<file path="config.mk">
export PLATFORM = sky130hd
export DESIGN_NAME = echoing_line_editor_unit_flat
export DESIGN_NICKNAME = d
export VERILOG_FILES = /design/src/rtl/core/elu_pkg.sv /design/src/rtl/core/elu_in_if.sv /design/src/rtl/core/elu_out_if.sv /design/src/rtl/core/elu_front.sv /design/src/rtl/core/elu_queue.sv /design/src/rtl/core/elu_back.sv /design/src/rtl/core/echoing_line_editor_unit.sv /design/src/flat_wrapper.sv
export SDC_FILE = /design/constraint.sdc
export NUM_CORES = 2
export LEC_CHECK = 0
export BUFFER_PORTS_ARGS = -buffer_cell sky130_fd_sc_hd__buf_2
export CAP_MARGIN = 20
export CORE_ASPECT_RATIO = 0.9
export CORE_MARGIN = 5
export CORE_UTILIZATION = 45
export DETAILED_ROUTE_END_ITERATION = 10
export PLACE_DENSITY = 0.68
export SLEW_MARGIN = 5
export SYNTH_ARGS = -nofsm -noshare
export SYNTH_HDL_FRONTEND = slang
export SYNTH_MEMORY_MAX_BITS = 65536
export SYNTH_SLANG_ARGS = --single-unit
export TNS_END_PERCENT = 5
</file>
<file path="constraint.sdc">
create_clock -name clk -period 3 [get_ports clk]
set_clock_uncertainty 0.1 [all_clocks]
set_input_delay 0.15 -clock clk [delete_from_list [all_inputs] [get_ports clk]]
set_output_delay 0.15 -clock clk [all_outputs]
set_load 0.01 [all_outputs]
</file>
<file path="src/rtl/core/elu_pkg.sv">
// Package for the echoing line editor: constants, codes and shared types.
package elu_pkg;

  localparam int LINE_DEPTH_DEF = 256;
  localparam int MAX_LINE_DEF   = 255;

  localparam int QUEUE_DEPTH = 4;
  localparam int QUEUE_AW    = $clog2(QUEUE_DEPTH);

  // action codes
  localparam logic [1:0] ACT_RX      = 2'd0;
  localparam logic [1:0] ACT_READ    = 2'd1;
  localparam logic [1:0] ACT_RELEASE = 2'd2;

  // received byte codes
  localparam logic [7:0] CH_CTRL_C   = 8'd3;
  localparam logic [7:0] CH_CTRL_D   = 8'd4;
  localparam logic [7:0] CH_BS       = 8'd8;
  localparam logic [7:0] CH_LF       = 8'd10;
  localparam logic [7:0] CH_CR       = 8'd13;
  localparam logic [7:0] CH_SPACE    = 8'd32;
  localparam logic [7:0] CH_TILDE    = 8'd126;
  localparam logic [7:0] CH_DEL      = 8'd127;

  localparam logic [1:0] LAST_STEP = 2'd2;

  typedef enum logic [1:0] {
    ECHO_NONE,
    ECHO_CHAR,
    ECHO_DEL,
    ECHO_CR
  } echo_kind_t;

  typedef struct packed {
    echo_kind_t  kind;
    logic [7:0]  rx_char;
    logic        rst_req;
    logic        line_ready;
    logic [7:0]  line_len;
    logic        read_ok;
    logic [7:0]  read_data;
  } elu_cmd_t;

  typedef struct packed {
    logic        echo_valid;
    logic [7:0]  echo_byte;
    logic        last;
    logic [7:0]  returned_char;
    logic        line_ready;
    logic [7:0]  line_length;
    logic        reset_request;
    logic        read_ok;
    logic [7:0]  read_data;
  } elu_res_t;

endpackage

</file>
<file path="src/rtl/core/elu_in_if.sv">
// Input request channel: action, received byte and read index.
interface elu_in_if;
  logic       valid;
  logic       ready;
  logic [1:0] action;
  logic [7:0] rx_byte;
  logic [7:0] read_index;

  modport source (output valid, output action, output rx_byte, output read_index,
                  input ready);
  modport sink   (input valid, input action, input rx_byte, input read_index,
                  output ready);
endinterface

</file>
<file path="src/rtl/core/elu_out_if.sv">
// Result channel: echo byte, line status and read data.
interface elu_out_if;
  logic       valid;
  logic       ready;
  logic       echo_valid;
  logic [7:0] echo_byte;
  logic       last;
  logic [7:0] returned_char;
  logic       line_ready;
  logic [7:0] line_length;
  logic       reset_request;
  logic       read_ok;
  logic [7:0] read_data;

  modport source (output valid, output echo_valid, output echo_byte, output last,
                  output returned_char, output line_ready, output line_length,
                  output reset_request, output read_ok, output read_data,
                  input ready);
  modport sink   (input valid, input echo_valid, input echo_byte, input last,
                  input returned_char, input line_ready, input line_length,
                  input reset_request, input read_ok, input read_data,
                  output ready);
endinterface

</file>
<file path="src/rtl/core/elu_front.sv">
// Front end: accepts requests, edits the line state and banks, classifies the echo.
module elu_front
  import elu_pkg::*;
#(
  parameter int LINE_DEPTH = LINE_DEPTH_DEF,
  parameter int MAX_LINE   = MAX_LINE_DEF
) (
  input  logic       clk,
  input  logic       rst_n,
  elu_in_if.sink     in_ch,
  input  logic       cfg_we,
  input  logic       cfg_wdata,
  output logic       q_push,
  output elu_cmd_t   q_data,
  input  logic       q_full
);

  localparam int ADDR_W = $clog2(LINE_DEPTH);
  localparam int LEN_W  = $clog2(LINE_DEPTH + 1);
  localparam int MEM_DEPTH = 2 ** (ADDR_W + 1);

  logic [7:0] line_mem [MEM_DEPTH];

  logic             echo_mode_r;
  logic             bank_r, bank_nxt;
  logic [LEN_W-1:0] edit_len_r, edit_len_nxt;
  logic [LEN_W-1:0] sub_len_r, sub_len_nxt;
  logic             ready_r, ready_nxt;
  logic             s1_vld_r, s1_vld_nxt;
  elu_cmd_t         s1_cmd_r, cmd_nxt;
  logic             s1_hit_r, hit_nxt;
  logic [7:0]       rdata_r;
  logic             mem_we;
  logic             acc;
  logic [ADDR_W:0]  wr_addr, rd_addr;

  assign in_ch.ready = !s1_vld_r || !q_full;
  assign acc         = in_ch.valid && in_ch.ready;
  assign q_push      = s1_vld_r && !q_full;
  assign s1_vld_nxt  = acc || (s1_vld_r && q_full);

  assign wr_addr = {bank_r, ADDR_W'(edit_len_r)};
  assign rd_addr = {~bank_r, ADDR_W'(in_ch.read_index)};

  always_comb begin
    q_data = s1_cmd_r;
    q_data.read_data = s1_hit_r ? rdata_r : 8'd0;
  end

  always_comb begin
    bank_nxt     = bank_r;
    edit_len_nxt = edit_len_r;
    sub_len_nxt  = sub_len_r;
    ready_nxt    = ready_r;
    mem_we       = 1'b0;
    hit_nxt      = 1'b0;
    cmd_nxt      = '0;
    unique case (in_ch.action)
      ACT_RX: begin
        cmd_nxt.rx_char = in_ch.rx_byte;
        cmd_nxt.rst_req = (in_ch.rx_byte == CH_CTRL_C) || (in_ch.rx_byte == CH_CTRL_D);
        if (echo_mode_r) begin
          if (in_ch.rx_byte >= CH_SPACE && in_ch.rx_byte <= CH_TILDE) begin
            if (int'(edit_len_r) < MAX_LINE && int'(edit_len_r) < LINE_DEPTH) begin
              mem_we       = 1'b1;
              edit_len_nxt = edit_len_r + LEN_W'(1);
              cmd_nxt.kind = ECHO_CHAR;
            end
          end else if (in_ch.rx_byte == CH_DEL) begin
            if (edit_len_r != '0) begin
              edit_len_nxt = edit_len_r - LEN_W'(1);
              cmd_nxt.kind = ECHO_DEL;
            end
          end else if (in_ch.rx_byte == CH_CR) begin
            cmd_nxt.kind = ECHO_CR;
            sub_len_nxt  = edit_len_r;
            bank_nxt     = ~bank_r;
            edit_len_nxt = '0;
            ready_nxt    = 1'b1;
          end
        end
      end
      ACT_READ: begin
        cmd_nxt.read_ok = ready_r;
        hit_nxt = ready_r && (int'(in_ch.read_index) < int'(sub_len_r));
      end
      ACT_RELEASE: begin
        ready_nxt   = 1'b0;
        sub_len_nxt = '0;
      end
      default: ;
    endcase
    cmd_nxt.line_ready = ready_nxt;
    cmd_nxt.line_len   = ready_nxt ? 8'(sub_len_nxt) : 8'd0;
  end

  always_ff @(posedge clk) begin
    if (!rst_n) begin
      echo_mode_r <= 1'b1;
      bank_r      <= 1'b0;
      edit_len_r  <= '0;
      sub_len_r   <= '0;
      ready_r     <= 1'b0;
      s1_vld_r    <= 1'b0;
    end else begin
      if (cfg_we) echo_mode_r <= cfg_wdata;
      if (acc) begin
        bank_r     <= bank_nxt;
        edit_len_r <= edit_len_nxt;
        sub_len_r  <= sub_len_nxt;
        ready_r    <= ready_nxt;
      end
      s1_vld_r <= s1_vld_nxt;
    end
  end

  // write bank and read bank always differ, so no same-address collision
  always_ff @(posedge clk) begin
    if (acc) begin
      s1_cmd_r <= cmd_nxt;
      s1_hit_r <= hit_nxt;
      rdata_r  <= line_mem[rd_addr];
      if (mem_we) line_mem[wr_addr] <= in_ch.rx_byte;
    end
  end

endmodule

</file>
<file path="src/rtl/core/elu_queue.sv">
// Short command queue between front and back ends.
module elu_queue
  import elu_pkg::*;
(
  input  logic     clk,
  input  logic     rst_n,
  input  logic     push,
  input  elu_cmd_t push_data,
  output logic     full,
  input  logic     pop,
  output logic     head_vld,
  output elu_cmd_t head
);

  elu_cmd_t              slots [QUEUE_DEPTH];
  logic [QUEUE_AW-1:0]   wr_ptr_r, rd_ptr_r;
  logic [QUEUE_AW:0]     count_r, count_nxt;

  assign full     = (int'(count_r) == QUEUE_DEPTH);
  assign head_vld = (count_r != '0);
  assign head     = slots[rd_ptr_r];

  always_comb begin
    count_nxt = count_r;
    if (push && !pop) count_nxt = count_r + (QUEUE_AW+1)'(1);
    else if (!push && pop) count_nxt = count_r - (QUEUE_AW+1)'(1);
  end

  always_ff @(posedge clk) begin
    if (!rst_n) begin
      wr_ptr_r <= '0;
      rd_ptr_r <= '0;
      count_r  <= '0;
    end else begin
      if (push) wr_ptr_r <= wr_ptr_r + QUEUE_AW'(1);
      if (pop)  rd_ptr_r <= rd_ptr_r + QUEUE_AW'(1);
      count_r <= count_nxt;
    end
  end

  always_ff @(posedge clk) begin
    if (push) slots[wr_ptr_r] <= push_data;
  end

endmodule

</file>
<file path="src/rtl/core/elu_back.sv">
// Back end: expands each command into one or three results behind an output register.
module elu_back
  import elu_pkg::*;
(
  input  logic     clk,
  input  logic     rst_n,
  input  logic     head_vld,
  input  elu_cmd_t head,
  output logic     pop,
  elu_out_if.source out_ch
);

  logic       out_vld_r;
  elu_res_t   res_r, res_nxt;
  logic [1:0] step_r;
  logic       can_load, load, last_step;

  assign can_load  = !out_vld_r || out_ch.ready;
  assign load      = can_load && head_vld;
  assign last_step = ((head.kind == ECHO_DEL) || (head.kind == ECHO_CR)) ?
                     (step_r == LAST_STEP) : 1'b1;
  assign pop       = load && last_step;

  always_comb begin
    res_nxt = '0;
    res_nxt.echo_valid    = (head.kind != ECHO_NONE);
    res_nxt.last          = last_step;
    res_nxt.returned_char = head.rx_char;
    res_nxt.line_ready    = head.line_ready;
    res_nxt.line_length   = head.line_len;
    res_nxt.reset_request = head.rst_req;
    res_nxt.read_ok       = head.read_ok;
    res_nxt.read_data     = head.read_data;
    unique case (head.kind)
      ECHO_NONE: res_nxt.echo_byte = 8'd0;
      ECHO_CHAR: res_nxt.echo_byte = head.rx_char;
      ECHO_DEL:  res_nxt.echo_byte = (step_r == 2'd1) ? CH_SPACE : CH_BS;
      ECHO_CR:   res_nxt.echo_byte = (step_r == 2'd0) ? CH_LF : CH_CR;
      default:   res_nxt.echo_byte = 8'd0;
    endcase
  end

  always_ff @(posedge clk) begin
    if (!rst_n) begin
      out_vld_r <= 1'b0;
      step_r    <= 2'd0;
    end else begin
      if (can_load) out_vld_r <= head_vld;
      if (load) step_r <= last_step ? 2'd0 : step_r + 2'd1;
    end
  end

  always_ff @(posedge clk) begin
    if (load) res_r <= res_nxt;
  end

  assign out_ch.valid         = out_vld_r;
  assign out_ch.echo_valid    = res_r.echo_valid;
  assign out_ch.echo_byte     = res_r.echo_byte;
  assign out_ch.last          = res_r.last;
  assign out_ch.returned_char = res_r.returned_char;
  assign out_ch.line_ready    = res_r.line_ready;
  assign out_ch.line_length   = res_r.line_length;
  assign out_ch.reset_request = res_r.reset_request;
  assign out_ch.read_ok       = res_r.read_ok;
  assign out_ch.read_data     = res_r.read_data;

endmodule

</file>
<file path="src/rtl/core/echoing_line_editor_unit.sv">
// Top level of the echoing line editor: front end, command queue, back end.
// A request passes the front-end stage register, the command queue and the output register.
// Throughput: one request per cycle into the front end while the queue has room;
// results leave one per cycle unless stalled; a request yields one (plain) or three (DEL, CR).
// Reset (synchronous, rst_n low) clears line state and queues and sets echo mode;
// the line memory is not cleared and needs no clearing pass.
module echoing_line_editor_unit
  import elu_pkg::*;
#(
  parameter int LINE_DEPTH = LINE_DEPTH_DEF,
  parameter int MAX_LINE   = MAX_LINE_DEF
) (
  input  logic       clk,
  input  logic       rst_n,
  elu_in_if.sink     in_ch,
  elu_out_if.source  out_ch,
  input  logic       cfg_we,
  input  logic       cfg_wdata
);

  logic     q_push, q_full, q_pop, q_vld;
  elu_cmd_t q_wdata, q_head;

  elu_front #(
    .LINE_DEPTH (LINE_DEPTH),
    .MAX_LINE   (MAX_LINE)
  ) u_front (
    .clk       (clk),
    .rst_n     (rst_n),
    .in_ch     (in_ch),
    .cfg_we    (cfg_we),
    .cfg_wdata (cfg_wdata),
    .q_push    (q_push),
    .q_data    (q_wdata),
    .q_full    (q_full)
  );

  elu_queue u_queue (
    .clk       (clk),
    .rst_n     (rst_n),
    .push      (q_push),
    .push_data (q_wdata),
    .full      (q_full),
    .pop       (q_pop),
    .head_vld  (q_vld),
    .head      (q_head)
  );

  elu_back u_back (
    .clk      (clk),
    .rst_n    (rst_n),
    .head_vld (q_vld),
    .head     (q_head),
    .pop      (q_pop),
    .out_ch   (out_ch)
  );

endmodule

</file>
<file path="src/flat_wrapper.sv">
// flat-port wrapper written by rule: the top's interface ports become plain ports
module echoing_line_editor_unit_flat import elu_pkg::*;
#(
  parameter int LINE_DEPTH = LINE_DEPTH_DEF,
  parameter int MAX_LINE   = MAX_LINE_DEF
)
  (clk, rst_n, cfg_we, cfg_wdata, in_ch_valid, in_ch_action, in_ch_rx_byte, in_ch_read_index, in_ch_ready, out_ch_valid, out_ch_echo_valid, out_ch_echo_byte, out_ch_last, out_ch_returned_char, out_ch_line_ready, out_ch_line_length, out_ch_reset_request, out_ch_read_ok, out_ch_read_data, out_ch_ready);
  elu_in_if in_ch_i ();
  elu_out_if out_ch_i ();
  input  logic clk;
  input  logic rst_n;
  input  logic cfg_we;
  input  logic cfg_wdata;
  input wire logic [$bits(in_ch_i.valid)-1:0] in_ch_valid;
  input wire logic [$bits(in_ch_i.action)-1:0] in_ch_action;
  input wire logic [$bits(in_ch_i.rx_byte)-1:0] in_ch_rx_byte;
  input wire logic [$bits(in_ch_i.read_index)-1:0] in_ch_read_index;
  output wire logic [$bits(in_ch_i.ready)-1:0] in_ch_ready;
  output wire logic [$bits(out_ch_i.valid)-1:0] out_ch_valid;
  output wire logic [$bits(out_ch_i.echo_valid)-1:0] out_ch_echo_valid;
  output wire logic [$bits(out_ch_i.echo_byte)-1:0] out_ch_echo_byte;
  output wire logic [$bits(out_ch_i.last)-1:0] out_ch_last;
  output wire logic [$bits(out_ch_i.returned_char)-1:0] out_ch_returned_char;
  output wire logic [$bits(out_ch_i.line_ready)-1:0] out_ch_line_ready;
  output wire logic [$bits(out_ch_i.line_length)-1:0] out_ch_line_length;
  output wire logic [$bits(out_ch_i.reset_request)-1:0] out_ch_reset_request;
  output wire logic [$bits(out_ch_i.read_ok)-1:0] out_ch_read_ok;
  output wire logic [$bits(out_ch_i.read_data)-1:0] out_ch_read_data;
  input wire logic [$bits(out_ch_i.ready)-1:0] out_ch_ready;
  assign in_ch_i.valid = in_ch_valid;
  assign in_ch_i.action = in_ch_action;
  assign in_ch_i.rx_byte = in_ch_rx_byte;
  assign in_ch_i.read_index = in_ch_read_index;
  assign in_ch_ready = in_ch_i.ready;
  assign out_ch_valid = out_ch_i.valid;
  assign out_ch_echo_valid = out_ch_i.echo_valid;
  assign out_ch_echo_byte = out_ch_i.echo_byte;
  assign out_ch_last = out_ch_i.last;
  assign out_ch_returned_char = out_ch_i.returned_char;
  assign out_ch_line_ready = out_ch_i.line_ready;
  assign out_ch_line_length = out_ch_i.line_length;
  assign out_ch_reset_request = out_ch_i.reset_request;
  assign out_ch_read_ok = out_ch_i.read_ok;
  assign out_ch_read_data = out_ch_i.read_data;
  assign out_ch_i.ready = out_ch_ready;
  echoing_line_editor_unit #(.LINE_DEPTH(LINE_DEPTH), .MAX_LINE(MAX_LINE)) u_core (.clk(clk), .rst_n(rst_n), .in_ch(in_ch_i), .out_ch(out_ch_i), .cfg_we(cfg_we), .cfg_wdata(cfg_wdata));
endmodule
</file>
# Word-level counts from Yosys, hierarchy flattened
# Memory sizes are Yosys's and may differ from the RTL's. A register that Yosys moved wholly into a read port is not among the register bits.
# Cells that the tools add are included.
[op_classes]
reduce_logical = 33
bitwise = 3
order_cmp = 5
n_mux = 39
eq_ne = 18
addsub = 7
[op_table]
columns = ["operator", "count"]
rows = [
  ["2-to-1 mux 9 bit", 9],
  ["case mux 8 bit (4 select lines)", 1],
  ["case mux 9 bit (2 select lines)", 1],
  ["AND reduction 6 bit", 3],
  ["2-to-1 mux 1 bit", 15],
  ["2-to-1 mux 2 bit", 7],
  ["logical AND 1 bit", 10],
  ["adder 9 x 1 -> 9 bit, second input constant", 1],
  ["less-than comparator 8 x 9 -> 1 bit", 1],
  ["less-than comparator 9 x 8 -> 1 bit, second input constant", 1],
  ["less-than comparator 9 bit, second input constant", 1],
  ["2-to-1 mux 3 bit", 3],
  ["nonzero test 9 bit", 1],
  ["subtractor 9 x 1 -> 9 bit, second input constant", 1],
  ["equality test 2 bit, second input constant", 4],
  ["equality test 8 x 2 -> 1 bit, second input constant", 1],
  ["equality test 8 x 3 -> 1 bit, second input constant", 1],
  ["equality test 8 x 4 -> 1 bit, second input constant", 1],
  ["equality test 8 x 7 -> 1 bit, second input constant", 1],
  ["greater-or-equal comparator 8 x 6 -> 1 bit, second input constant", 1],
  ["<= comparator 8 x 7 -> 1 bit, second input constant", 1],
  ["2-to-1 mux 8 bit", 1],
  ["!= test 2 bit, second input constant", 4],
  ["adder 2 x 1 -> 2 bit, second input constant", 3],
  ["other kinds (15)", 32],
]
[word_totals]
word_cells = 135
output_inout_bits = 39
input_bits = 24
regBits = 91
ramBits = 4212
mem_count = 2
[mem_list]
columns = ["name", "depth", "width", "read_ports", "rd_clocked_by_memory_dff", "write_ports", "line", "rtl"]
rows = [
  ["u_core.u_front.line_mem", 512, 8, 1, 1, 1, "elu_front.sv:22", "logic [7:0] line_mem [MEM_DEPTH];"],
  ["u_core.u_queue.slots", 4, 29, 1, 1, 1, "elu_queue.sv:15", "elu_cmd_t slots [QUEUE_DEPTH];"],
]

# Depth between registers and ports, before layout
[depth]
depth_word = 9
mapped_depth = 12
depth_no_buf = 10

# By module
# Synthesis repeated with hierarchy kept, for this count alone.
[unflattened]
hier_cells = 7796
area_unflattened_um2 = 166711.1
[by_module_without_submodules]
columns = ["module", "n_inst", "area_each_um2", "cells_per_inst"]
rows = [
  ["elu_front", 1, 160664.1, 7526],
  ["elu_queue", 1, 4639.4, 194],
  ["elu_back", 1, 1407.6, 76],
]

# Worst setup path before layout
# No wires, ideal clock.
[synth_timing]
path_type = "register to register"
start = "register u_core.u_queue.count_r[0]"
end = "register u_core.u_queue.count_r[2]"
setup_ns = 0.076
required_time_ns = 2.824
slack_ns = 0.196
n_path_buf = 0
path_stages_with_launch = 11
arrival_ns = 2.628
period_less_slack_ns = 2.804
path_cell_list = "dfxtp_1 -> nor3_1 -> a21o_1 -> inv_1 -> nand2_1 -> ha_1 -> inv_1 -> fa_1 -> xor2_1 -> or3_1 -> a21boi_0"
[synth_between]
elab_chain_len = 6
[synth_lines]
columns = ["element", "line", "rtl"]
rows = [
  ["start: declaration", "elu_queue.sv:17", "logic [QUEUE_AW:0] count_r, count_nxt;"],
  ["start signal: assignment", "elu_queue.sv:37", "count_r <= count_nxt;"],
  ["branches (longest 6 deep; another with subtractor 3 x 1 -> 3 bit)", "n/a", ""],
]
# Parallel ways; which one is timed is not known. The select of a mux whose other input is x is not followed.
# A chain may end at the register's enable or synchronous reset.

==> out/results.txt <==
largest net degree at the start of global routing - 189
first-pass GRT wire length - 605,000 um
maxcap violations - 0
status - complete, no violations
critical path buffer and inverter count - 1
buffers added on ports - 62
Filler cells - 27,700
Place WS - -0.974 ns
met3 Use GR - 0.0484
Post-synth ARST share - 0
leakage - 63.2 nW
post-synthesis cell count - 7,781
total CTS buffers - 412
Placer Congestion - 0.850
placed instance count - 13,600
# H-tree levels - 5
Die Ht - 587 um
global route overflow - 0
prevailing post-synth register cell - edfxtp_1
Hold Path Class - in2reg
Die W - 652 um
crit path time final - 2.96 ns
GRT Util Overall - 0.214
crit-path cells - mux4_2, mux2_2, o221ai_1, a21oi_1, o21ai_1, buf_4, nand4_1, nor2_1, nor3_1
startpoint class of the critical path - flip-flop
CP required - 3.60 ns
CTS Sinks - 4,313
FF+latch count, synth - 4,313
Reg2Reg Setup Slack - 0.04 ns
post-route ant nets - 0
net switching power figure - 27.0 mW
worst rel slew slack - 0.180
clock network fraction of total power - 0.409
Max Fclk - 337 MHz
crit path kind - reg2reg
post-route insts no fill - 14,300
Layout Nets - 9,127
drt first pass iters - 6
Post-Syn Area - 167,000 um2
post-route setup TNS - 0 ns
PwrDens - 641 nW/um2
slowest CP cell - mux4_2
distinct cell type count after synthesis - 59
Final Setup Violations - 0
Yosys top cell by area - edfxtp_1
WHS - 0.0841 ns
Reg clk slew, reported paths - 0.06 ns
Worst Max-Slew Pin Slew - 1.23 ns
unrepaired setup endpoints after global routing - true
final hold vios - 0
Remaining DRCs - 0
Avg Synthesized Cell Area - 21.4 um2
max-slew violations - 0
Worst path top cell family by delay - multiplexers
DP Area - 182,000 um2
worst setup margin - 0.0353 ns
Setup crit end kind - flip-flop
Syn Nets - 7,826
Starting Density - 0.451
CP Max Fanout - 1
post-layout util - 0.531
Root Driver - clkbuf_16
Die Area - 383,000 um2
vias in the first global route - 86,100
Area Overhead vs Synth - 17.7%
Combinational Power Share - 0.058
initial antenna violation count - 24
dpl hpwl - 261,000 um
num rows - 212
Via-to-Cell Ratio - 5.94
switch share - 0.215
fin area - 196,000 um2
count of flip-flops with a built-in enable after synthesis - 4,279
Synthesis Warnings - 0
DR iter-0 viols - 12,000
slowest cell delay on critical path - 0.49 ns
met1 Use GR - 0.316
grt peak-use layer - met2
ratio of cells with drive above 1 in the final layout - 0.338
worst vdd ir - 543 uV
final worst-path cycle share - 0.988
Post-Route WL - 415,000 um
internal power - 98.8 mW
routed vias - 85,300
Max clock buf depth - 4
Clk Latency, worst-skew pair - 0.99 ns
IO Count - 63
register area share after synthesis - 0.775
Avg WL per Cell - 28.9 um
Synth top area share - 0.771
Design Power - 126 mW
met2 Use GR - 0.323
CTS tree - done
Seq pwr share - 0.533
Core Region - 370,000 um2
Synth area leaders - edfxtp_1 77%, mux4_2 14%, nor2_1 1.8%
Arr. time, crit path - 3.57 ns
==> worst reg2reg max path: stages, from the launching register on <==
cell	delay, ns
edfxtp_1	0.37
mux4_2	0.49
mux2_2	0.29
o221ai_1	0.30
a21oi_1	0.16
o21ai_1	0.30
buf_4	0.22
nand4_1	0.10
nor2_1	0.30
nor3_1	0.10
==> path summary, 6_finish.rpt <==
| kind | cells after the start | startpoint | end |
|---|---|---|---|
| setup / recovery | 9 | u_core.u_front.line_mem[439][2]$_DFFE_PP_ | u_core.u_front.rdata_r[2]$_DFFE_PN_ |
| hold / removal | 2 | in_ch_rx_byte[4] | u_core.u_front.line_mem[56][4]$_DFFE_PP_ |
| setup reg to reg | 9 | u_core.u_front.line_mem[439][2]$_DFFE_PP_ | u_core.u_front.rdata_r[2]$_DFFE_PN_ |
| hold reg to reg | 0 | u_core.u_front.q_data[14]$_SDFFCE_PN0N_ | u_core.u_queue.slots[3][14]$_DFFE_PP_ |
==> power groups by stage <==
stage | combinational, mW | sequential [mW] | clock, mW
finish | 7.29 | 67.0 | 51.5
global route | 7.73 | 67.0 | 54.9
CTS | 7.30 | 67.0 | 52.2
detailed placement | 7.23 | 68.3 | 0
global placement | 7.11 | 68.3 | 0
floorplan | 3.50 | 68.4 | 0
==> cells in the final DEF, fill, tap and decap left out, drive strengths merged, types with 108 or more instances in the layout <==
cell,synthesis,final
o22ai,108,108
o221ai,124,124
clkbuf,219,487
edfxtp,4279,4279
mux2i,163,163
a21oi,141,141
nor2,812,812
clkinv,0,190
mux4,1053,1053
buf,259,1340
mux2,126,126
==> cell families (layout without fill, tap and decap cells) <==
logic type,Yosys count,in the layout,share of synthesized area
compound gates,553,553,0.0215
xor+xnor,11,11,0.000578
flops,4313,4313,0.775
simple gates,1041,1041,0.0259
fa+ha+maj,21,21,0.00162
mux,1342,1342,0.161
other cells,0,7,0
buf+inv,500,2138,0.0147
==> synthesized netlist by cell type, types with 31 or more instances <==
| master | n |
|---|---|
| buf_2 | 134 |
| nor2_1 | 812 |
| buf_4 | 55 |
| o21ai_0 | 101 |
| mux2i_1 | 163 |
| buf_1 | 43 |
| a211oi_1 | 33 |
| clkbuf_1 | 219 |
| nand4_1 | 38 |
| mux4_2 | 1053 |
| and2_1 | 31 |
| nand2_1 | 57 |
| a21oi_1 | 139 |
| mux2_2 | 126 |
| edfxtp_1 | 4279 |
| o22ai_1 | 108 |
| o221ai_1 | 124 |
| dfxtp_1 | 34 |
==> flip-flops by register name (all words and copies together), names as in the netlist, 2 cells and up, named ones only <==
register,count
u_core.u_queue.slots,116
u_core.u_back.out_ch.returned_char,8
u_core.u_back.out_ch.read_data,8
u_core.u_queue.count_r,3
u_core.u_front.line_mem,4096
u_core.u_queue.wr_ptr_r,2
u_core.u_front.rdata_r,8
u_core.u_front.edit_len_r,9
u_core.u_front.q_data,21
u_core.u_queue.rd_ptr_r,2
u_core.u_front.sub_len_r,9
u_core.u_back.out_ch.line_length,8
u_core.u_back.out_ch.echo_byte,8
u_core.u_back.step_r,2
==> per-layer routing <==
metal  wire, um  part of all wire
met4      11700             0.028
met2     191000              0.46
met3      47300              0.11
met5         67           0.00016
met1     166000              0.40
==> what timing repair did <==
action,in CTS,in global routing
endpoints found under the setup margin,7,365
gates resized for setup,29,24
pin swaps,4,8
hold endpoints to repair,891,0
buffers inserted,0,1
hold buffers,25,0
==> layout make-up <==
type / instances / area, um2 / share of cell area
sequential: 4313 / 129000 / 0.658
clock inverter: 264 / 2640 / 0.0135
antenna: 7 / 17.5 / 0.0000893
tap: 4922 / 6160 / 0.0314
multi-input combinational: 2968 / 35400 / 0.180
clock buffer: 487 / 10700 / 0.0547
timing repair buffer: 1365 / 12000 / 0.0611
inverter: 22 / 90.1 / 0.000459
Power figures use the tool's default switching activity.
